[src/rtl/des_pkg.sv]
// ----------------------------------------------------------------------------
// DES package
// Tables, item types and permutation helpers shared by the DES block.
// ----------------------------------------------------------------------------
package des_pkg;

  localparam int unsigned Rounds   = 16;
  localparam int unsigned HalfBits = 28;

  typedef struct packed {
    logic        func;
    logic [31:0] left;
    logic [31:0] right;
  } item_t;

  typedef logic [47:0] subkeys_t [Rounds];

  localparam int unsigned IP_TAB [64] = '{
    58,50,42,34,26,18,10,2, 60,52,44,36,28,20,12,4,
    62,54,46,38,30,22,14,6, 64,56,48,40,32,24,16,8,
    57,49,41,33,25,17,9,1,  59,51,43,35,27,19,11,3,
    61,53,45,37,29,21,13,5, 63,55,47,39,31,23,15,7};

  localparam int unsigned IPINV_TAB [64] = '{
    40,8,48,16,56,24,64,32, 39,7,47,15,55,23,63,31,
    38,6,46,14,54,22,62,30, 37,5,45,13,53,21,61,29,
    36,4,44,12,52,20,60,28, 35,3,43,11,51,19,59,27,
    34,2,42,10,50,18,58,26, 33,1,41,9,49,17,57,25};

  localparam int unsigned E_TAB [48] = '{
    32,1,2,3,4,5, 4,5,6,7,8,9, 8,9,10,11,12,13, 12,13,14,15,16,17,
    16,17,18,19,20,21, 20,21,22,23,24,25, 24,25,26,27,28,29, 28,29,30,31,32,1};

  localparam int unsigned P_TAB [32] = '{
    16,7,20,21,29,12,28,17, 1,15,23,26,5,18,31,10,
    2,8,24,14,32,27,3,9,    19,13,30,6,22,11,4,25};

  localparam int unsigned PC1_TAB [56] = '{
    57,49,41,33,25,17,9, 1,58,50,42,34,26,18,
    10,2,59,51,43,35,27, 19,11,3,60,52,44,36,
    63,55,47,39,31,23,15, 7,62,54,46,38,30,22,
    14,6,61,53,45,37,29, 21,13,5,28,20,12,4};

  localparam int unsigned PC2_TAB [48] = '{
    14,17,11,24,1,5, 3,28,15,6,21,10, 23,19,12,4,26,8, 16,7,27,20,13,2,
    41,52,31,37,47,55, 30,40,51,45,33,48, 44,49,39,56,34,53, 46,42,50,36,29,32};

  // Total rotation of each key half after the given round, modulo 28.
  localparam int unsigned SHIFT_TAB [Rounds] = '{
    1,2,4,6,8,10,12,14,15,17,19,21,23,25,27,0};

  localparam logic [3:0] SBOX [8][64] = '{
    '{14,4,13,1,2,15,11,8,3,10,6,12,5,9,0,7, 0,15,7,4,14,2,13,1,10,6,12,11,9,5,3,8,
      4,1,14,8,13,6,2,11,15,12,9,7,3,10,5,0, 15,12,8,2,4,9,1,7,5,11,3,14,10,0,6,13},
    '{15,1,8,14,6,11,3,4,9,7,2,13,12,0,5,10, 3,13,4,7,15,2,8,14,12,0,1,10,6,9,11,5,
      0,14,7,11,10,4,13,1,5,8,12,6,9,3,2,15, 13,8,10,1,3,15,4,2,11,6,7,12,0,5,14,9},
    '{10,0,9,14,6,3,15,5,1,13,12,7,11,4,2,8, 13,7,0,9,3,4,6,10,2,8,5,14,12,11,15,1,
      13,6,4,9,8,15,3,0,11,1,2,12,5,10,14,7, 1,10,13,0,6,9,8,7,4,15,14,3,11,5,2,12},
    '{7,13,14,3,0,6,9,10,1,2,8,5,11,12,4,15, 13,8,11,5,6,15,0,3,4,7,2,12,1,10,14,9,
      10,6,9,0,12,11,7,13,15,1,3,14,5,2,8,4, 3,15,0,6,10,1,13,8,9,4,5,11,12,7,2,14},
    '{2,12,4,1,7,10,11,6,8,5,3,15,13,0,14,9, 14,11,2,12,4,7,13,1,5,0,15,10,3,9,8,6,
      4,2,1,11,10,13,7,8,15,9,12,5,6,3,0,14, 11,8,12,7,1,14,2,13,6,15,0,9,10,4,5,3},
    '{12,1,10,15,9,2,6,8,0,13,3,4,14,7,5,11, 10,15,4,2,7,12,9,5,6,1,13,14,0,11,3,8,
      9,14,15,5,2,8,12,3,7,0,4,10,1,13,11,6, 4,3,2,12,9,5,15,10,11,14,1,7,6,0,8,13},
    '{4,11,2,14,15,0,8,13,3,12,9,7,5,10,6,1, 13,0,11,7,4,9,1,10,14,3,5,12,2,15,8,6,
      1,4,11,13,12,3,7,14,10,15,6,8,0,5,9,2, 6,11,13,8,1,4,10,7,9,5,0,15,14,2,3,12},
    '{13,2,8,4,6,15,11,1,10,9,3,14,5,0,12,7, 1,15,13,8,10,3,7,4,12,5,6,11,0,14,9,2,
      7,11,4,1,9,12,14,2,0,6,10,13,15,3,5,8, 2,1,14,7,4,10,8,13,15,12,9,0,5,6,3,11}};

  function automatic logic [63:0] perm_ip(input logic [63:0] src);
    logic [63:0] r;
    for (int k = 0; k < 64; k++) r[k] = src[IP_TAB[k] - 1];
    return r;
  endfunction

  function automatic logic [63:0] perm_ipinv(input logic [63:0] src);
    logic [63:0] r;
    for (int k = 0; k < 64; k++) r[k] = src[IPINV_TAB[k] - 1];
    return r;
  endfunction

  function automatic logic [55:0] perm_pc1(input logic [63:0] src);
    logic [55:0] r;
    for (int k = 0; k < 56; k++) r[k] = src[PC1_TAB[k] - 1];
    return r;
  endfunction

  function automatic logic [47:0] perm_pc2(input logic [55:0] src);
    logic [47:0] r;
    for (int k = 0; k < 48; k++) r[k] = src[PC2_TAB[k] - 1];
    return r;
  endfunction

  // Rotation of a key half by a fixed amount; pure wiring.
  function automatic logic [27:0] rot28(input logic [27:0] h, input int unsigned s);
    logic [55:0] w;
    w = {h, h} >> s;
    return w[27:0];
  endfunction

  function automatic logic [31:0] feistel(input logic [31:0] r, input logic [47:0] k);
    logic [47:0] x;
    logic [5:0]  six;
    logic [3:0]  v;
    logic [31:0] s;
    logic [31:0] p;
    for (int i = 0; i < 48; i++) x[i] = r[E_TAB[i] - 1];
    x = x ^ k;
    for (int b = 0; b < 8; b++) begin
      six = x[6*b +: 6];
      v = SBOX[b][{six[0], six[5], six[1], six[2], six[3], six[4]}];
      s[4*b +: 4] = {v[0], v[1], v[2], v[3]};
    end
    for (int i = 0; i < 32; i++) p[i] = s[P_TAB[i] - 1];
    return p;
  endfunction

endpackage

[src/rtl/des_fifo.sv]
// ----------------------------------------------------------------------------
// DES item queue
// Two-entry queue that decouples the front end from the round pipeline.
// ----------------------------------------------------------------------------
module des_fifo import des_pkg::*; (
  input  logic  clk_i,
  input  logic  rst_ni,
  input  logic  push_i,
  input  item_t item_i,
  input  logic  pop_i,
  output logic  full_o,
  output logic  empty_o,
  output item_t item_o
);

  item_t      mem_q [2];
  logic       wr_q, wr_d, rd_q, rd_d;
  logic [1:0] cnt_q, cnt_d;

  assign full_o  = cnt_q == 2'd2;
  assign empty_o = cnt_q == 2'd0;
  assign item_o  = mem_q[rd_q];

  always_comb begin
    wr_d  = wr_q;
    rd_d  = rd_q;
    cnt_d = cnt_q;
    if (push_i) begin
      wr_d  = ~wr_q;
      cnt_d = cnt_d + 2'd1;
    end
    if (pop_i) begin
      rd_d  = ~rd_q;
      cnt_d = cnt_d - 2'd1;
    end
  end

  always_ff @(posedge clk_i or negedge rst_ni) begin
    if (!rst_ni) begin
      wr_q  <= 1'b0;
      rd_q  <= 1'b0;
      cnt_q <= 2'd0;
    end else begin
      wr_q  <= wr_d;
      rd_q  <= rd_d;
      cnt_q <= cnt_d;
    end
  end

  always_ff @(posedge clk_i) begin
    if (push_i) mem_q[wr_q] <= item_i;
  end

endmodule

[config.mk]
export PLATFORM = sky130hd
export DESIGN_NAME = des_fifo
export DESIGN_NICKNAME = d
export VERILOG_FILES = /design/src/rtl/des_pkg.sv /design/src/rtl/des_fifo.sv
export SDC_FILE = /design/constraint.sdc
export NUM_CORES = 1
export LEC_CHECK = 0
export BUFFER_PORTS_ARGS = -buffer_cell sky130_fd_sc_hd__buf_2
export CAP_MARGIN = 15
export CORE_MARGIN = 5
export CORE_UTILIZATION = 50
export CTS_CLUSTER_SIZE = 20
export DETAILED_ROUTE_END_ITERATION = 16
export HOLD_SLACK_MARGIN = 0.08
export PLACE_DENSITY_LB_ADDON = 0.1
export SETUP_SLACK_MARGIN = 0.5
export SLEW_MARGIN = 20
export SYNTH_ARGS = -nofsm -noshare
export SYNTH_HDL_FRONTEND = slang
export SYNTH_SLANG_ARGS = --single-unit
[constraint.sdc]
create_clock -name clk_i -period 4.7 [get_ports clk_i]
set_input_delay 1.41 -clock clk_i [delete_from_list [all_inputs] [get_ports clk_i]]
set_output_delay 1.41 -clock clk_i [all_outputs]
set_load 0.1 [all_outputs]
==> qor.yml <==
outcome:
  status: "finished clean"
synthesis:
  synth_area_leaders: "edfxtp_1 77%, mux2_4 12%, mux2_2 5.5%"
  synth_fa_ha_area_share_pct: 0.492
  synth-compound-area-share_pct: 0.616
  yosysTopAreaCell: "edfxtp_1"
  synth-simple-area-share_pct: 0.394
  synth_area_um2: 5080
  syn_nets: 295
  synth_cells: 224
  synth_xor_area_share_pct: 0.689
  synthMuxAreaShare_pct: 17.4
  yosys.area.top_type_share_pct: 76.8
  ys_warn_count: 0
  ys_seq_area_share_pct: 78.8
  synth_top_family_by_area: "multiplexers"
  synthDistinctLibCells: 19
  synth_seq_cells: 134
  syn_area_per_cell_um2: 22.7
clocking:
  worstSkewPairLatency_ps: 510
  clk_pin_slew_worst_paths_ps: 50
  postCtsSetupBuffers: 0
  holdBufCountCts: 0
  htreeDepth: 4
  cts_tree: "built"
  cts_buffers: 17
  cts_root_buffer: "clkbuf_8"
  cts_sinks: 134
  cts-resized-gates: 0
  cts_buffer_depth: 2
floorplan:
  die_x_um: 111
  rows: 36
  io_pins: 136
  start_util_pct: 51.5
  coreArea_um2: 9860
  die_h_um: 111
  fp.dieArea_um2: 12300
hold_path:
  hp-class: "reg -> reg"
drt:
  wl_per_cell_um: 16.9
  routed-wl-met2_um: 4440
  top_layer: "met4"
  wl_um: 8740
  drtAntennaViolNets: 0
  route.detailed.drc: 0
  wl_met3_um: 736
  drtIter0Drc: 92
  first_pass_iters: 4
  routed-via-count: 2482
  via_per_inst: 4.79
  m1WireLength_um: 3490
layout:
  synthToLayoutAreaGrowth_pct: 27.9
  antenna_cells: 0
  drive_gt1_share_pct: 60.8
  nets: 443
global_routing:
  first_global_vias: 2713
  antenna_found_initial: 0
  grt_max_degree: 46
  gr-total-overflow: 0
  grtUsageTotal_pct: 14.8
  grt_pass1_wl_um: 13700
sta:
  min_period_over_period_pct: 79.4
  fmax_ghz: 0.268
  fin_skew_ps: 6.53
  tns_ps: 0
  setup_violations: 0
  hold_violations: 0
  period_needed_ps: 3730
  worst_slew_pin_slew_ps: 697
  maxSlewHeadroom_pct: 53.4
  rsz0062_at_grt: "no"
  maxSlewViolCount: 0
setup_path:
  critical_path_class: "reg -> out"
  startpoint_type: "flop"
  reg2reg_slack_ps: 3030
  required_ps: 3290
  critPathMaxFanout: 42
  endpoint_kind: "output pin"
  worstPathArrival_ps: 2320
job:
  maxCapViolCount: 0
place:
  port_buffers: 135
  place_congestion: 0.662
==> cell usage after synthesis <==
cell / n
a22oi_1: 1
a2bb2oi_1: 1
a31oi_1: 1
and2_1: 1
buf_2: 3
buf_6: 5
clkbuf_2: 1
dfrtp_1: 4
edfxtp_1: 130
ha_1: 2
inv_1: 2
mux2_2: 25
mux2_4: 40
nand2_1: 1
nor2_1: 1
nor2b_1: 1
o31a_1: 1
xnor2_1: 2
xor2_1: 2
==> worst max-delay path, cell delays in order, from the launching register on <==
cell     delay, ps
dfrtp_4        870
buf_12         300
mux2_4         330
buf_2          290
==> routing by layer <==
layer,GRT usage [%],vias up
met5,0,-
met4,5.42,0
met3,8.19,8
met2,24.3,82
met1,16.0,1208
li1,-,1184
==> area by class of cell <==
type,instances,area (um^2)
timing repair buffer,138,736
fill,703,3370
tap,133,166
multi-input combinational,79,1000
clock buffer,19,422
clock inverter,13,156
sequential,134,4010
inverter,2,7.51
==> final timing paths <==
path | depth (start not counted) | startpoint | endpoint
worst max-delay path | 3 | rd_q | item_o[42]
worst min-delay path | 1 | wr_q | wr_q
worst max register to register | 2 | wr_q | mem_q[0][60]
worst min register to register | 1 | wr_q | wr_q
max in group asynchronous | 1 | rst_ni | rd_q
min in group asynchronous | 1 | rst_ni | cnt_q[1]
==> placed cells by master (no fill, tap or decap), types with 3 or more instances in the layout <==
cell type   count
mux2_2         25
dfrtp_1         3
bufinv_16       3
edfxtp_1      130
clkbuf_16      16
mux2_4         40
clkinvlp_4      3
buf_12          3
buf_2         135
==> cell families (layout without fill, tap and decap cells) <==
logic type               count (synthesis)  count (layout)
AO/OA/AOI/OAI                            4               4
XOR/XNOR                                 4               4
adder cells (fa/ha/maj)                  2               2
buffers and inverters                   11             172
flip-flops                             134             134
multiplexers                            65              65
AND/OR/NAND/NOR                          4               4
==> state kept, by name, indices dropped and copies added (netlist names) <==
signal	flops
cnt_q	2
mem_q	130
rd_q	1
wr_q	1
==> stage by stage <==
step / instance area (um^2) / hold slack (ps) / instances / util, % / setup slack [ps]
finish: 6500 / 548 / 518 / 65.9 / 967
global route: 6500 / 598 / 518 / 65.9 / 851
CTS: 6500 / 559 / 518 / 65.9 / 906
detailed placement: 5920 / 553 / 486 / 60.0 / 1460
global placement: 5920 / 526 / 486 / 60.0 / 1470
floorplan: 5080 / 471 / 224 / - / 961
Power is left out: the tool's default activity adds up to more than one toggle a clock period on the data nets, which glitch-free logic cannot reach.
