## config.mk

```make
export PLATFORM = sky130hd
export DESIGN_NAME = des_front
export DESIGN_NICKNAME = d
export VERILOG_FILES = /design/src/rtl/des_pkg.sv /design/src/rtl/des_front.sv
export SDC_FILE = /design/constraint.sdc
export NUM_CORES = 1
export LEC_CHECK = 0
export ABC_AREA = 1
export BUFFER_PORTS_ARGS = -buffer_cell sky130_fd_sc_hd__buf_4
export CAP_MARGIN = 20
export CORE_MARGIN = 4
export CORE_UTILIZATION = 40
export CTS_CLUSTER_DIAMETER = 50
export DETAILED_ROUTE_END_ITERATION = 8
export GPL_TIMING_DRIVEN = 0
export PLACE_DENSITY_LB_ADDON = 0.3
export SLEW_MARGIN = 20
export SYNTH_ARGS = -nofsm -noshare
export SYNTH_HDL_FRONTEND = slang
export SYNTH_SLANG_ARGS = --single-unit
export TNS_END_PERCENT = 30
```

## constraint.sdc

```tcl
create_clock -name clk_i -period 4.8 [get_ports clk_i]
set_clock_uncertainty 0.15 [all_clocks]
set_input_delay 0.72 -clock clk_i [delete_from_list [all_inputs] [get_ports clk_i]]
set_output_delay 0.72 -clock clk_i [all_outputs]
set_load 0.01 [all_outputs]
```

## src/rtl/des_pkg.sv

```systemverilog
// ----------------------------------------------------------------------------
// DES package
// Tables, item types and permutation helpers shared by the DES block.
// ----------------------------------------------------------------------------
package des_pkg;

  localparam int unsigned Rounds   = 16;
  localparam int unsigned HalfBits = 28;

  typedef struct packed {
    logic        func;
    logic [31:0] left;
    logic [31:0] right;
  } item_t;

  typedef logic [47:0] subkeys_t [Rounds];

  localparam int unsigned IP_TAB [64] = '{
    58,50,42,34,26,18,10,2, 60,52,44,36,28,20,12,4,
    62,54,46,38,30,22,14,6, 64,56,48,40,32,24,16,8,
    57,49,41,33,25,17,9,1,  59,51,43,35,27,19,11,3,
    61,53,45,37,29,21,13,5, 63,55,47,39,31,23,15,7};

  localparam int unsigned IPINV_TAB [64] = '{
    40,8,48,16,56,24,64,32, 39,7,47,15,55,23,63,31,
    38,6,46,14,54,22,62,30, 37,5,45,13,53,21,61,29,
    36,4,44,12,52,20,60,28, 35,3,43,11,51,19,59,27,
    34,2,42,10,50,18,58,26, 33,1,41,9,49,17,57,25};

  localparam int unsigned E_TAB [48] = '{
    32,1,2,3,4,5, 4,5,6,7,8,9, 8,9,10,11,12,13, 12,13,14,15,16,17,
    16,17,18,19,20,21, 20,21,22,23,24,25, 24,25,26,27,28,29, 28,29,30,31,32,1};

  localparam int unsigned P_TAB [32] = '{
    16,7,20,21,29,12,28,17, 1,15,23,26,5,18,31,10,
    2,8,24,14,32,27,3,9,    19,13,30,6,22,11,4,25};

  localparam int unsigned PC1_TAB [56] = '{
    57,49,41,33,25,17,9, 1,58,50,42,34,26,18,
    10,2,59,51,43,35,27, 19,11,3,60,52,44,36,
    63,55,47,39,31,23,15, 7,62,54,46,38,30,22,
    14,6,61,53,45,37,29, 21,13,5,28,20,12,4};

  localparam int unsigned PC2_TAB [48] = '{
    14,17,11,24,1,5, 3,28,15,6,21,10, 23,19,12,4,26,8, 16,7,27,20,13,2,
    41,52,31,37,47,55, 30,40,51,45,33,48, 44,49,39,56,34,53, 46,42,50,36,29,32};

  // Total rotation of each key half after the given round, modulo 28.
  localparam int unsigned SHIFT_TAB [Rounds] = '{
    1,2,4,6,8,10,12,14,15,17,19,21,23,25,27,0};

  localparam logic [3:0] SBOX [8][64] = '{
    '{14,4,13,1,2,15,11,8,3,10,6,12,5,9,0,7, 0,15,7,4,14,2,13,1,10,6,12,11,9,5,3,8,
      4,1,14,8,13,6,2,11,15,12,9,7,3,10,5,0, 15,12,8,2,4,9,1,7,5,11,3,14,10,0,6,13},
    '{15,1,8,14,6,11,3,4,9,7,2,13,12,0,5,10, 3,13,4,7,15,2,8,14,12,0,1,10,6,9,11,5,
      0,14,7,11,10,4,13,1,5,8,12,6,9,3,2,15, 13,8,10,1,3,15,4,2,11,6,7,12,0,5,14,9},
    '{10,0,9,14,6,3,15,5,1,13,12,7,11,4,2,8, 13,7,0,9,3,4,6,10,2,8,5,14,12,11,15,1,
      13,6,4,9,8,15,3,0,11,1,2,12,5,10,14,7, 1,10,13,0,6,9,8,7,4,15,14,3,11,5,2,12},
    '{7,13,14,3,0,6,9,10,1,2,8,5,11,12,4,15, 13,8,11,5,6,15,0,3,4,7,2,12,1,10,14,9,
      10,6,9,0,12,11,7,13,15,1,3,14,5,2,8,4, 3,15,0,6,10,1,13,8,9,4,5,11,12,7,2,14},
    '{2,12,4,1,7,10,11,6,8,5,3,15,13,0,14,9, 14,11,2,12,4,7,13,1,5,0,15,10,3,9,8,6,
      4,2,1,11,10,13,7,8,15,9,12,5,6,3,0,14, 11,8,12,7,1,14,2,13,6,15,0,9,10,4,5,3},
    '{12,1,10,15,9,2,6,8,0,13,3,4,14,7,5,11, 10,15,4,2,7,12,9,5,6,1,13,14,0,11,3,8,
      9,14,15,5,2,8,12,3,7,0,4,10,1,13,11,6, 4,3,2,12,9,5,15,10,11,14,1,7,6,0,8,13},
    '{4,11,2,14,15,0,8,13,3,12,9,7,5,10,6,1, 13,0,11,7,4,9,1,10,14,3,5,12,2,15,8,6,
      1,4,11,13,12,3,7,14,10,15,6,8,0,5,9,2, 6,11,13,8,1,4,10,7,9,5,0,15,14,2,3,12},
    '{13,2,8,4,6,15,11,1,10,9,3,14,5,0,12,7, 1,15,13,8,10,3,7,4,12,5,6,11,0,14,9,2,
      7,11,4,1,9,12,14,2,0,6,10,13,15,3,5,8, 2,1,14,7,4,10,8,13,15,12,9,0,5,6,3,11}};

  function automatic logic [63:0] perm_ip(input logic [63:0] src);
    logic [63:0] r;
    for (int k = 0; k < 64; k++) r[k] = src[IP_TAB[k] - 1];
    return r;
  endfunction

  function automatic logic [63:0] perm_ipinv(input logic [63:0] src);
    logic [63:0] r;
    for (int k = 0; k < 64; k++) r[k] = src[IPINV_TAB[k] - 1];
    return r;
  endfunction

  function automatic logic [55:0] perm_pc1(input logic [63:0] src);
    logic [55:0] r;
    for (int k = 0; k < 56; k++) r[k] = src[PC1_TAB[k] - 1];
    return r;
  endfunction

  function automatic logic [47:0] perm_pc2(input logic [55:0] src);
    logic [47:0] r;
    for (int k = 0; k < 48; k++) r[k] = src[PC2_TAB[k] - 1];
    return r;
  endfunction

  // Rotation of a key half by a fixed amount; pure wiring.
  function automatic logic [27:0] rot28(input logic [27:0] h, input int unsigned s);
    logic [55:0] w;
    w = {h, h} >> s;
    return w[27:0];
  endfunction

  function automatic logic [31:0] feistel(input logic [31:0] r, input logic [47:0] k);
    logic [47:0] x;
    logic [5:0]  six;
    logic [3:0]  v;
    logic [31:0] s;
    logic [31:0] p;
    for (int i = 0; i < 48; i++) x[i] = r[E_TAB[i] - 1];
    x = x ^ k;
    for (int b = 0; b < 8; b++) begin
      six = x[6*b +: 6];
      v = SBOX[b][{six[0], six[5], six[1], six[2], six[3], six[4]}];
      s[4*b +: 4] = {v[0], v[1], v[2], v[3]};
    end
    for (int i = 0; i < 32; i++) p[i] = s[P_TAB[i] - 1];
    return p;
  endfunction

endpackage

```

## src/rtl/des_front.sv

```systemverilog
// ----------------------------------------------------------------------------
// DES front end
// Takes requests, applies the initial permutation and holds the item.
// ----------------------------------------------------------------------------
module des_front import des_pkg::*; (
  input  logic        clk_i,
  input  logic        rst_ni,
  input  logic        start_i,
  input  logic        func_i,
  input  logic [63:0] block_in_i,
  input  logic        q_full_i,
  output logic        busy_o,
  output logic        push_o,
  output item_t       item_o
);

  logic  valid_q, valid_d;
  item_t item_q, item_d;
  logic  [63:0] ip_w;
  logic  accept_w;

  assign push_o   = valid_q && !q_full_i;
  assign busy_o   = valid_q && q_full_i;
  assign accept_w = start_i && !busy_o;
  assign ip_w     = perm_ip(block_in_i);
  assign item_o   = item_q;

  always_comb begin
    valid_d = valid_q;
    item_d  = item_q;
    if (push_o) valid_d = 1'b0;
    if (accept_w) begin
      valid_d = 1'b1;
      item_d  = '{func: func_i, left: ip_w[31:0], right: ip_w[63:32]};
    end
  end

  always_ff @(posedge clk_i or negedge rst_ni) begin
    if (!rst_ni) begin
      valid_q <= 1'b0;
    end else begin
      valid_q <= valid_d;
    end
  end

  always_ff @(posedge clk_i) begin
    item_q <= item_d;
  end

endmodule

```

==> metrics.md, run 1 <==
| Metric | Value |
|---|---|
| Status | `finished, final reports clean` |
| Final worst-path setup slack | `2.82 ns` |
| Total power | `0.00123 W` |
| HP Class | `input pin to register` |
| Avg Synthesized Cell Area | `roughly 27 um^2` |
| Skew-Pair Late Insertion Delay | `0.32 ns` |
| Post-DP Area | `3170 um^2` |
| Dominant cells by area after synthesis | `edfxtp_1 97%, dfrtp_1 1.2%, inv_1 0.56%, nand2_1 0.37%, a21oi_1 0.25%` |
| VDD IR-drop max | `0.225 mV` |
| EDFF count, synth | `65` |
| Top cells by count, synth | `65 x edfxtp_1, 3 x inv_1, 2 x nand2_1` |
| WP data arrival | `between 1 and 1.5 ns` |
| Post-synth top area share | `slightly below 100%` |
| Seq/Total Area, Yosys | `98.6%` |
| Layout cells sized above 1 | `approximately 66%` |
| Routed Antenna Nets | `0` |
| Minimum clock period | `1.98 ns` |
| I/O pin count | `about 140` |
| Root Driver | `clkbuf_8` |
| Drt initial violations | `37` |
| I/O Buffers | `135` |
| Clk buf depth | `2` |
| Synth area leader | `edfxtp_1` |
| Final Hold Vio Count | `0` |
| Area added between synthesis and finish | `67.3%` |
| Reg clk slew, reported paths | `0.07 ns` |
| RSZ-0062 raised after global routing | `false` |
| Yosys reg bits | `between 60 and 70` |
| Crit-path cells | `buf_4 > nand2_1 > inv_1 > buf_4` |
| Critical path class | `input pin to output pin` |
| Ys Warns | `0` |
| Most used DFF post-synth | `edfxtp_1` |
| Post-synth cell types | `6` |
| PD cells | `roughly 370 nW/um^2` |
| Vias | `1248` |
| Crit share post-route | `slightly above 40%` |
| Max stage delay on crit path | `between 0.1 and 0.15 ns` |
| WL/cell | `roughly 15 um` |
| Pin count of the biggest net entering global routing | `24` |
| Synth Instances | `73` |
| Detailed Place HPWL | `roughly 3600 um` |
| Cts bufs inserted | `9` |
| Row Count | `25` |
| DR pass1 iterations | `4` |
| Post-Place Worst Slack | `2.47 ns` |
| CP delay by family, top | `buffers and inverters` |
| Antenna violations before repair | `0` |
| Internal reg-to-reg setup slack | `2.92 ns` |
| Top-count cell post-synth | `edfxtp_1` |
| Fin nets | `between 200 and 300` |
| CP bufs+invs | `3` |
| Total track usage | `between 15 and 20%` |
| Syn_nets | `~140` |
| # diodes | `0` |
| First-pass GRT wire length | `between 6000 and 7000 um` |
| Post-Layout Inst Area | `around 3400 um^2` |
| Final Routed Wirelength | `approximately 4500 um` |
| Final Setup Violations | `0` |
| GP Congestion | `between 0.6 and 0.7` |
| FMAX | `0.506 GHz` |
| Worst Setup Start Kind | `input pin` |
| Max-cap violations | `0` |
| Max-slew violation count | `0` |
| H-tree levels | `3` |
| Core Area | `roughly 4800 um^2` |
| CP required | `3.93 ns` |
| Worst setup EP type | `output pin` |
| Async SR Flop Fraction | `under 10%` |
| Critical-path top delay cell | `buf_4` |
| Height of the die | `slightly below 80 um` |
| Die Area | `6210 um^2` |
| Rel. slew slack | `between 50% and 60%` |
| Vias in the first global route | `about 1.4k` |
| Leakage | `1.43 nW` |
| Post-cts repair resize count | `0` |
| Worst path most repeated cell | `buf_4` |
| CTS tree | `yes` |
| Drt drc | `0` |
| CP max FO | `3` |
| Cell Area, Synth | `about 2000 um^2` |
| Slew @ Worst Pin | `just under 0.7 ns` |
| Global-route congestion overflow total | `0` |
| Initial core utilization | `a little over two fifths` |
| Vias per Instance | `about 4.3` |
| Number of clock sinks | `66` |
| Chip Width | `about 79 um` |
[layout by cell type (no fill, tap or decap), drive strengths merged]
cell type | synthesis | layout
nand2 | 2 | 2
edfxtp | 65 | 65
dfrtp | 1 | 1
bufinv | 0 | 1
clkinv | 0 | 3
clkbuf | 0 | 11
nor2 | 1 | 1
inv | 3 | 3
a21oi | 1 | 1
buf | 0 | 137
dlygate4sd3 | 0 | 1
[state kept, by name, indices dropped and copies added (netlist names)]
name,cells
item_o,65
valid_q,1
[worst reg2reg max path, cell delays in order, from the launching register on]
cell and delay, ns:
dfrtp_1 0.42, a21oi_4 0.57, buf_16 0.25, buf_16 0.19
[metrics by stage]
| stage | utilization, % | instances | hold WS, ns | setup TNS [ns] |
|---|---|---|---|---|
| floorplan | - | 73 | 0.274 | 0 |
| global placement | 64.8 | 275 | 0.346 | -56.64 |
| detailed placement | 66.2 | 277 | 0.348 | 0 |
| CTS | 70.1 | 293 | 0.401 | 0 |
| global route | 70.1 | 293 | 0.392 | 0 |
| finish | 70.1 | 293 | 0.417 | 0 |
[worst paths after layout]
kind                            cells past startpoint         end           start
worst max-delay path                                4      busy_o        q_full_i
worst min-delay path                                1  item_o[34]  block_in_i[41]
worst max register to register                      3   item_o[1]         valid_q
worst min register to register                      2     valid_q         valid_q
max in group asynchronous                           2     valid_q          rst_ni
min in group asynchronous                           2     valid_q          rst_ni
[layer usage]
layer / share of wire [%] / routed length, um / vias up / global-route usage, %
li1: - / - / 586 / -
met1: 28 / 1240 / 583 / 13.0
met2: 58 / 2600 / 70 / 26.6
met3: 12 / 560 / 9 / 9.07
met4: 2.2 / 97 / 0 / 9.09
met5: 0 / 0 / - / 0
[cells by family after synthesis]
family | after synthesis | synth area share [%]
buffers and inverters | 3 | 0.562
DFF | 66 | 98.6
AOI/OAI and AO/OA | 1 | 0.249
and+or+nand+nor | 3 | 0.562
[where the power goes]
group          switching [W]  total (W)  internal, W
registers         0.00000846   0.000680     0.000672
clock network       0.000184   0.000418     0.000234
logic              0.0000512   0.000128    0.0000768
[cell type report]
class                      count  area (um^2)
fill                         322         1430
clock inverter                 4         43.8
multi-input combinational      4         27.5
sequential                    66         1980
inverter                       3         11.3
tap                           67         83.8
timing repair buffer         138         1080
clock buffer                  11          131
[repair_timing]
item / 4_1_cts / 5_1_grt
hold buffers: 1 / 0
buffers inserted: 0 / 0
hold endpoints to repair: 1 / 0
No activity file was read; power rests on OpenSTA's default activity.
==> inputs of run 2 (changes only) <==
--- a/config.mk
+++ b/config.mk
@@ -5,11 +5,11 @@
 export SDC_FILE = /design/constraint.sdc
 export NUM_CORES = 1
 export LEC_CHECK = 0
-export ABC_AREA = 1
+export ABC_AREA = 0
 export BUFFER_PORTS_ARGS = -buffer_cell sky130_fd_sc_hd__buf_4
 export CAP_MARGIN = 20
 export CORE_MARGIN = 4
-export CORE_UTILIZATION = 40
+export CORE_UTILIZATION = 36
 export CTS_CLUSTER_DIAMETER = 50
 export DETAILED_ROUTE_END_ITERATION = 8
 export GPL_TIMING_DRIVEN = 0
==> constraint.sdc (replaced) <==
create_clock -name clk_i -period 1.7 [get_ports clk_i]
set_clock_uncertainty 0.15 [all_clocks]
set_input_delay 0.255 -clock clk_i [delete_from_list [all_inputs] [get_ports clk_i]]
set_output_delay 0.255 -clock clk_i [all_outputs]
set_load 0.01 [all_outputs]
==> run 2 against run 1 <==
Die area increased by 10%. Global-route usage is 3.4 points higher. Cell count rose by 23%. Wire length increased by 32%. Count of clock-buffer cells in the layout did not move. Clock power grew to 2.5 times the previous value. Final area rose by 20%. Highest routed layer unchanged.
==> metrics.md, run 2 <==
| Metric | Value |
|---|---|
| Dominant cells by area after synthesis | `edfxtp_1 97%, dfrtp_1 1.2%, a21o_2 0.44%, and2b_2 0.44%, a21boi_0 0.37%` |
| Chip Width | `82.7 um (+5.0%)` |
| Area added between synthesis and finish | `101%` |
| Height of the die | `82.7 um (+5.0%)` |
| FMAX | `about 0.63 GHz` |
| Crit share post-route | `93.1%` |
| Most common cell after layout, fill and taps aside | `buf_4` |
| Skew-Pair Late Insertion Delay | `0.32 ns (about the same)` |
| PD cells | `865 nW/um^2 (+140%)` |
| Met2 routed WL | `3270 um (+26%)` |
| Vias per Instance | `4.24 (-0.50%)` |
| WL/cell | `16.4 um (+7.1%)` |
| Reg clk slew, reported paths | `0.06 ns (about the same)` |
| FILL cells | `316 (-1.9%)` |
| Syn_nets | `139 (-2.1%)` |
| Number of clock sinks | `66 (unchanged)` |
| Rel. slew slack | `85.4% (+31 points)` |
| Internal reg-to-reg setup slack | `0.12 ns (-2.80 ns)` |
| I/O pin count | `136 (unchanged)` |
| M1 WL | `1940 um (+57%)` |
| CTS tree | `yes` |
| CP required | `1.58 ns (-2.35 ns)` |
| Clk buf depth | `2 (unchanged)` |
| Status | `finished, final reports clean` |
| Fin nets | `356 (+22%)` |
| Post-Place Worst Slack | `-0.295 ns (-2.77 ns)` |
| GP Congestion | `0.682 (+0.77%)` |
| Wire length on met3 | `647 um (+16%)` |
| HP Class | `input pin to register` |
| Total track usage | `18.6% (+3.4 points)` |
| DR pass1 iterations | `4 (unchanged)` |
| Pin count of the biggest net entering global routing | `18 (-25%)` |
| Global-route congestion overflow total | `0 (unchanged)` |
| CP max FO | `17 (+14)` |
| Max stage delay on crit path | `0.42 ns (+0.29 ns)` |
| Minimum clock period | `1.58 ns` |
| Avg Synthesized Cell Area | `28.7 um^2 (+4.5%)` |
| Post-synth cell types | `6 (unchanged)` |
| Core Area | `5270 um^2 (+10%)` |
| Total power | `0.00349 W (+180%)` |
| DR top layer | `met4` |
| Final Hold Vio Count | `0 (unchanged)` |
| RSZ-0062 raised after global routing | `false` |
| Worst setup EP type | `register` |
| Drt drc | `0 (unchanged)` |
| Yosys reg bits | `66 (unchanged)` |
| First-pass GRT wire length | `8750 um (+32%)` |
| Worst path most repeated cell | `buf_16` |
| EDFF count, synth | `65 (unchanged)` |
| Drt initial violations | `63 (+70%)` |
| Leakage | `1.70 nW (+19%)` |
| Async SR Flop Fraction | `1.52% (unchanged)` |
| Most used DFF post-synth | `edfxtp_1` |
| Routed Antenna Nets | `0 (unchanged)` |
| Vias in the first global route | `1737 (+21%)` |
| Max-slew violation count | `0 (unchanged)` |
| Cts bufs inserted | `9 (unchanged)` |
| Final Routed Wirelength | `5930 um (+32%)` |
| Slew @ Worst Pin | `0.219 ns (-0.460 ns)` |
| Max reg flops | `65 (unchanged)` |
| WP data arrival | `1.47 ns (+0.36 ns)` |
| Ys Warns | `0 (unchanged)` |
| Synth area leader | `edfxtp_1` |
| Commonest cells after routing, fill and taps aside | `136 x buf_4, 67 x dlygate4sd3_1, 65 x edfxtp_1` |
| Root Driver | `clkbuf_8` |
| Die Area | `6840 um^2 (+10%)` |
| # diodes | `0 (unchanged)` |
| Max-cap violations | `0 (unchanged)` |
| Synth Instances | `70 (-4.1%)` |
| Cell Area, Synth | `2010 um^2 (+0.25%)` |
| Post-synth top area share | `97.1% (-0.24 points)` |
| Final worst-path setup slack | `0.117 ns (-2.71 ns)` |
| Crit-path cells | `a21boi_4 > buf_16 > buf_16 > buf_16` |
| Initial core utilization | `38.1% (-3.8 points)` |
| Seq/Total Area, Yosys | `98.4% (-0.25 points)` |
| Critical path class | `register to register` |
| Row Count | `26 (+4.0%)` |
| Layout cells sized above 1 | `52.9% (-13 points)` |
| Top-count cell post-synth | `edfxtp_1` |
| Antenna violations before repair | `0 (unchanged)` |
| Worst Setup Start Kind | `register` |
| Final Setup Violations | `0 (unchanged)` |
| H-tree levels | `3 (unchanged)` |
| I/O Buffers | `135 (unchanged)` |
| Critical-path top delay cell | `dfrtp_1` |
| VDD IR-drop max | `0.636 mV (+180%)` |
| Vias | `1530 (+23%)` |
-- run 2: final timing paths --
path	depth (start not counted)	from	end
max in group asynchronous	2	rst_ni	valid_q
min reg2reg	1	valid_q	valid_q
min in group asynchronous	2	rst_ni	valid_q
max reg2reg	4	valid_q	item_o[52]
max	4	valid_q	item_o[52]
min	2	q_full_i	valid_q
-- run 2: where the power goes --
part           internal (W)  switching [W]  leakage (nW)
sequential          0.00190      0.0000274         0.630
clock              0.000510       0.000547        0.0743
combinational      0.000330       0.000181         0.992
total               0.00274       0.000756          1.70
-- run 2: stage by stage --
stage	area (um^2)	hold slack, ns	setup TNS (ns)	std cells	util [%]
after global routing	4030	0.0328	0	361	76.5
after detailed placement	3200	-0.118	-7.12	278	60.8
after floorplan	2020	-0.191	-26.10	70	-
after global placement	3120	-0.119	-51.52	275	59.2
final	4030	0.0384	0	361	76.5
after CTS	4030	0.0124	0	361	76.5
-- run 2: logic make-up (layout without fill, tap and decap cells) --
| kind of cell | Yosys count | count (layout) | share of synthesized area, % |
|---|---|---|---|
| flip-flops | 66 | 66 | 98.4 |
| AND/OR/NAND/NOR | 2 | 2 | 0.810 |
| buffers and inverters | 0 | 221 | 0 |
| AO/OA/AOI/OAI | 2 | 2 | 0.810 |
-- run 2: critical path: cells and delay by family, from the launching register on --
family	cells	cell delay, ns
buffers and inverters	3	0.51
flip-flops	1	0.42
AO/OA/AOI/OAI	1	0.21
-- run 2: area by class of cell --
type	count	area (um^2)	share of cell area, %
multi-input cells	4	43.8	1.09
well taps	70	87.6	2.17
flip-flops and latches	66	1980	49.0
repair buffers	206	1770	44.0
clock buffers	11	131	3.26
clock inverters	4	20.0	0.496
-- run 2: routing by layer --
layer  up-vias  track usage, %
met2        87            35.4
met5         -               0
li1        718               -
met1       716            17.3
met3         9            6.94
met4         0            8.50
-- run 2: what timing repair did --
item | CTS | global route
resized for setup | 0 | 0
hold buffers | 67 | 0
endpoints found under the setup margin | 33 | 0
endpoints found under the hold margin | 67 | 0
setup buffers | 1 | 0
==> inputs of run 3 (changes only) <==
--- a/config.mk
+++ b/config.mk
@@ -8,6 +8,7 @@
 export ABC_AREA = 0
 export BUFFER_PORTS_ARGS = -buffer_cell sky130_fd_sc_hd__buf_4
 export CAP_MARGIN = 20
+export CORE_ASPECT_RATIO = 2
 export CORE_MARGIN = 4
 export CORE_UTILIZATION = 36
 export CTS_CLUSTER_DIAMETER = 50
==> run 3 against run 2 <==
Die area increased by 1.1%. Combinational power about the same. Clock power about the same. Wire length decreased by 2.0%. Via count increased by 0.20%. Total power decreased by 0.43%. First-iteration DRC count decreased by 49%. Highest routed layer unchanged.
==> metrics.md, run 3 (synthesis results as in run 2) <==
| Metric | Value |
|---|---|
| Max-slew violation count | `0 (unchanged)` |
| Chip Width | `60.8 um (-26%)` |
| Worst Setup Start Kind | `register` |
| DR pass1 iterations | `4 (unchanged)` |
| CP max FO | `4 (-13)` |
| HP Class | `input pin to register` |
| I/O pin count | `136 (unchanged)` |
| Internal | `0.00274 W (about the same)` |
| Final Util | `74.4% (-2.2 points)` |
| First-pass GRT wire length | `8670 um (-0.87%)` |
| RSZ-0062 raised after global routing | `false` |
| PD cells | `862 nW/um^2 (-0.33%)` |
| Row Count | `38 (+46%)` |
| Critical path class | `register to output pin` |
| Total track usage | `18.1% (-0.51 points)` |
| CTS tree | `yes` |
| Minimum clock period | `1.55 ns (-0.0370 ns)` |
| Worst setup EP type | `output pin` |
| Max reg flops | `65 (unchanged)` |
| Final Hold Vio Count | `0 (unchanged)` |
| Die Area | `6910 um^2 (+1.1%)` |
| # diodes | `0 (unchanged)` |
| FILL cells | `364 (+15%)` |
| Final Routed Wirelength | `5810 um (-2.0%)` |
| Initial core utilization | `37.1% (-1.1 points)` |
| I/O Buffers | `135 (unchanged)` |
| Setup TNS | `0 ns (unchanged)` |
| Flop pwr share | `55.3% (+0.2 points)` |
| Crit share post-route | `90.9% (-2.2 points)` |
| WP data arrival | `1.14 ns (-0.33 ns)` |
| Top Usage Layer GRT | `met2` |
| Switching fraction of total power | `21.3% (-0.38 points)` |
| Global-route congestion overflow total | `0 (unchanged)` |
| Max stage delay on crit path | `0.44 ns (+0.02 ns)` |
| Antenna violations before repair | `0 (unchanged)` |
| Root Driver | `clkbuf_8` |
| Number of clock sinks | `66 (unchanged)` |
| Drt initial violations | `32 (-49%)` |
| Clk buf depth | `2 (unchanged)` |
| Routing usage on met2 | `31.8% (-3.6 points)` |
| Critical-path top delay cell | `dfrtp_1` |
| Worst hold margin | `0.0546 ns (+0.0163 ns)` |
| Status | `finished, final reports clean` |
| FMAX | `0.647 GHz (+2.4%)` |
| CP required | `1.29 ns (-0.29 ns)` |
| Rel. slew slack | `86.6% (+1.1 points)` |
| VDD IR-drop max | `0.685 mV (+7.8%)` |
| Reg clk slew, reported paths | `0.06 ns (about the same)` |
| Commonest cells after routing, fill and taps aside | `138 x buf_4, 67 x dlygate4sd3_1, 65 x edfxtp_1` |
| Height of the die | `114 um (+37%)` |
| Slew @ Worst Pin | `0.202 ns (-0.0171 ns)` |
| Routed Antenna Nets | `0 (unchanged)` |
| Crit-path cells | `and2b_2 > buf_4` |
| Area added between synthesis and finish | `101% (about the same)` |
| H-tree levels | `3 (unchanged)` |
| Core Area | `5420 um^2 (+2.8%)` |
| Drt drc | `0 (unchanged)` |
| Comb pwr share | `14.7% (about the same)` |
| GP Congestion | `0.715 (+4.8%)` |
| Clock power share | `30.0% (-0.3 points)` |
| Final Setup Violations | `0 (unchanged)` |
| Max-cap violations | `0 (unchanged)` |
| Leakage | `1.71 nW (+0.71%)` |
| Cts bufs inserted | `9 (unchanged)` |
| Fin nets | `358 (+0.56%)` |
| WL/cell | `16.4 um (-0.10%)` |
| Skew-Pair Late Insertion Delay | `0.33 ns (about the same)` |
| Layout cells sized above 1 | `53.1% (+0.14 points)` |
| Psw | `0.000739 W (-2.2%)` |
| GR Util met3 | `6.68% (-0.26 points)` |
| Met1 usage | `18.1% (+0.84 points)` |
| Most common cell after layout, fill and taps aside | `buf_4` |
| Vias | `1533 (+0.20%)` |
| Post-cts repair resize count | `0 (unchanged)` |
| Vias in the first global route | `1714 (-1.3%)` |
| Vias per Instance | `4.33 (+2.2%)` |
| Total power | `0.00348 W (-0.43%)` |
| Pin count of the biggest net entering global routing | `27 (+9)` |
[run 3: metal layers]
layer | share of wire (%) | wire length, um
met1 | 30 | 1750
met2 | 59 | 3440
met3 | 9.2 | 533
met4 | 1.5 | 87
met5 | 0 | 0
[run 3: critical path, delay by kind of cell (launching register included)]
kind | cells | cell delay [ns]
buffers and inverters | 1 | 0.14
and+or+nand+nor | 1 | 0.23
DFF | 1 | 0.44
[run 3: layout make-up]
| cell class | count | area (um^2) | area share (%) |
|---|---|---|---|
| clock inverter | 5 | 21.3 | 0.528 |
| multi-input combinational | 4 | 43.8 | 1.09 |
| sequential | 66 | 1980 | 49.1 |
| tap | 60 | 75.1 | 1.86 |
| timing repair buffer | 208 | 1780 | 44.2 |
| clock buffer | 11 | 131 | 3.26 |
[run 3: power by group through the flow]
stage,combinational (W),sequential (W),clock (W)
after floorplan,0.0000375,0.00200,0
after global placement,0.000338,0.00196,0
after detailed placement,0.000368,0.00196,0
after CTS,0.000511,0.00192,0.00108
after global routing,0.000545,0.00193,0.00116
final,0.000511,0.00192,0.00104
[run 3: worst paths after layout]
check	endpoint	slack, ns	from	depth (start not counted)
hold reg to reg	valid_q	0.49	valid_q	1
setup reg to reg	item_o[17]	0.29	valid_q	3
max in group asynchronous	valid_q	1.23	rst_ni	2
min in group asynchronous	valid_q	0.09	rst_ni	2
setup / recovery	push_o	0.15	valid_q	2
hold / removal	valid_q	0.05	q_full_i	2
[run 3: metrics by stage]
step / area [um^2] / cells / setup slack (ns)
2_1_floorplan: 2020 / 70 / -0.402
3_3_place_gp: 3110 / 265 / -0.766
3_5_place_dp: 3160 / 267 / -0.0265
4_1_cts: 4030 / 354 / 0.158
5_1_grt: 4030 / 354 / 0.108
6_report: 4030 / 354 / 0.154
[run 3: timing repair]
item                                   CTS  global route
endpoints found under the hold margin   67             0
hold buffers                            67             0
setup endpoints to repair               51             0
setup buffers                            4             0
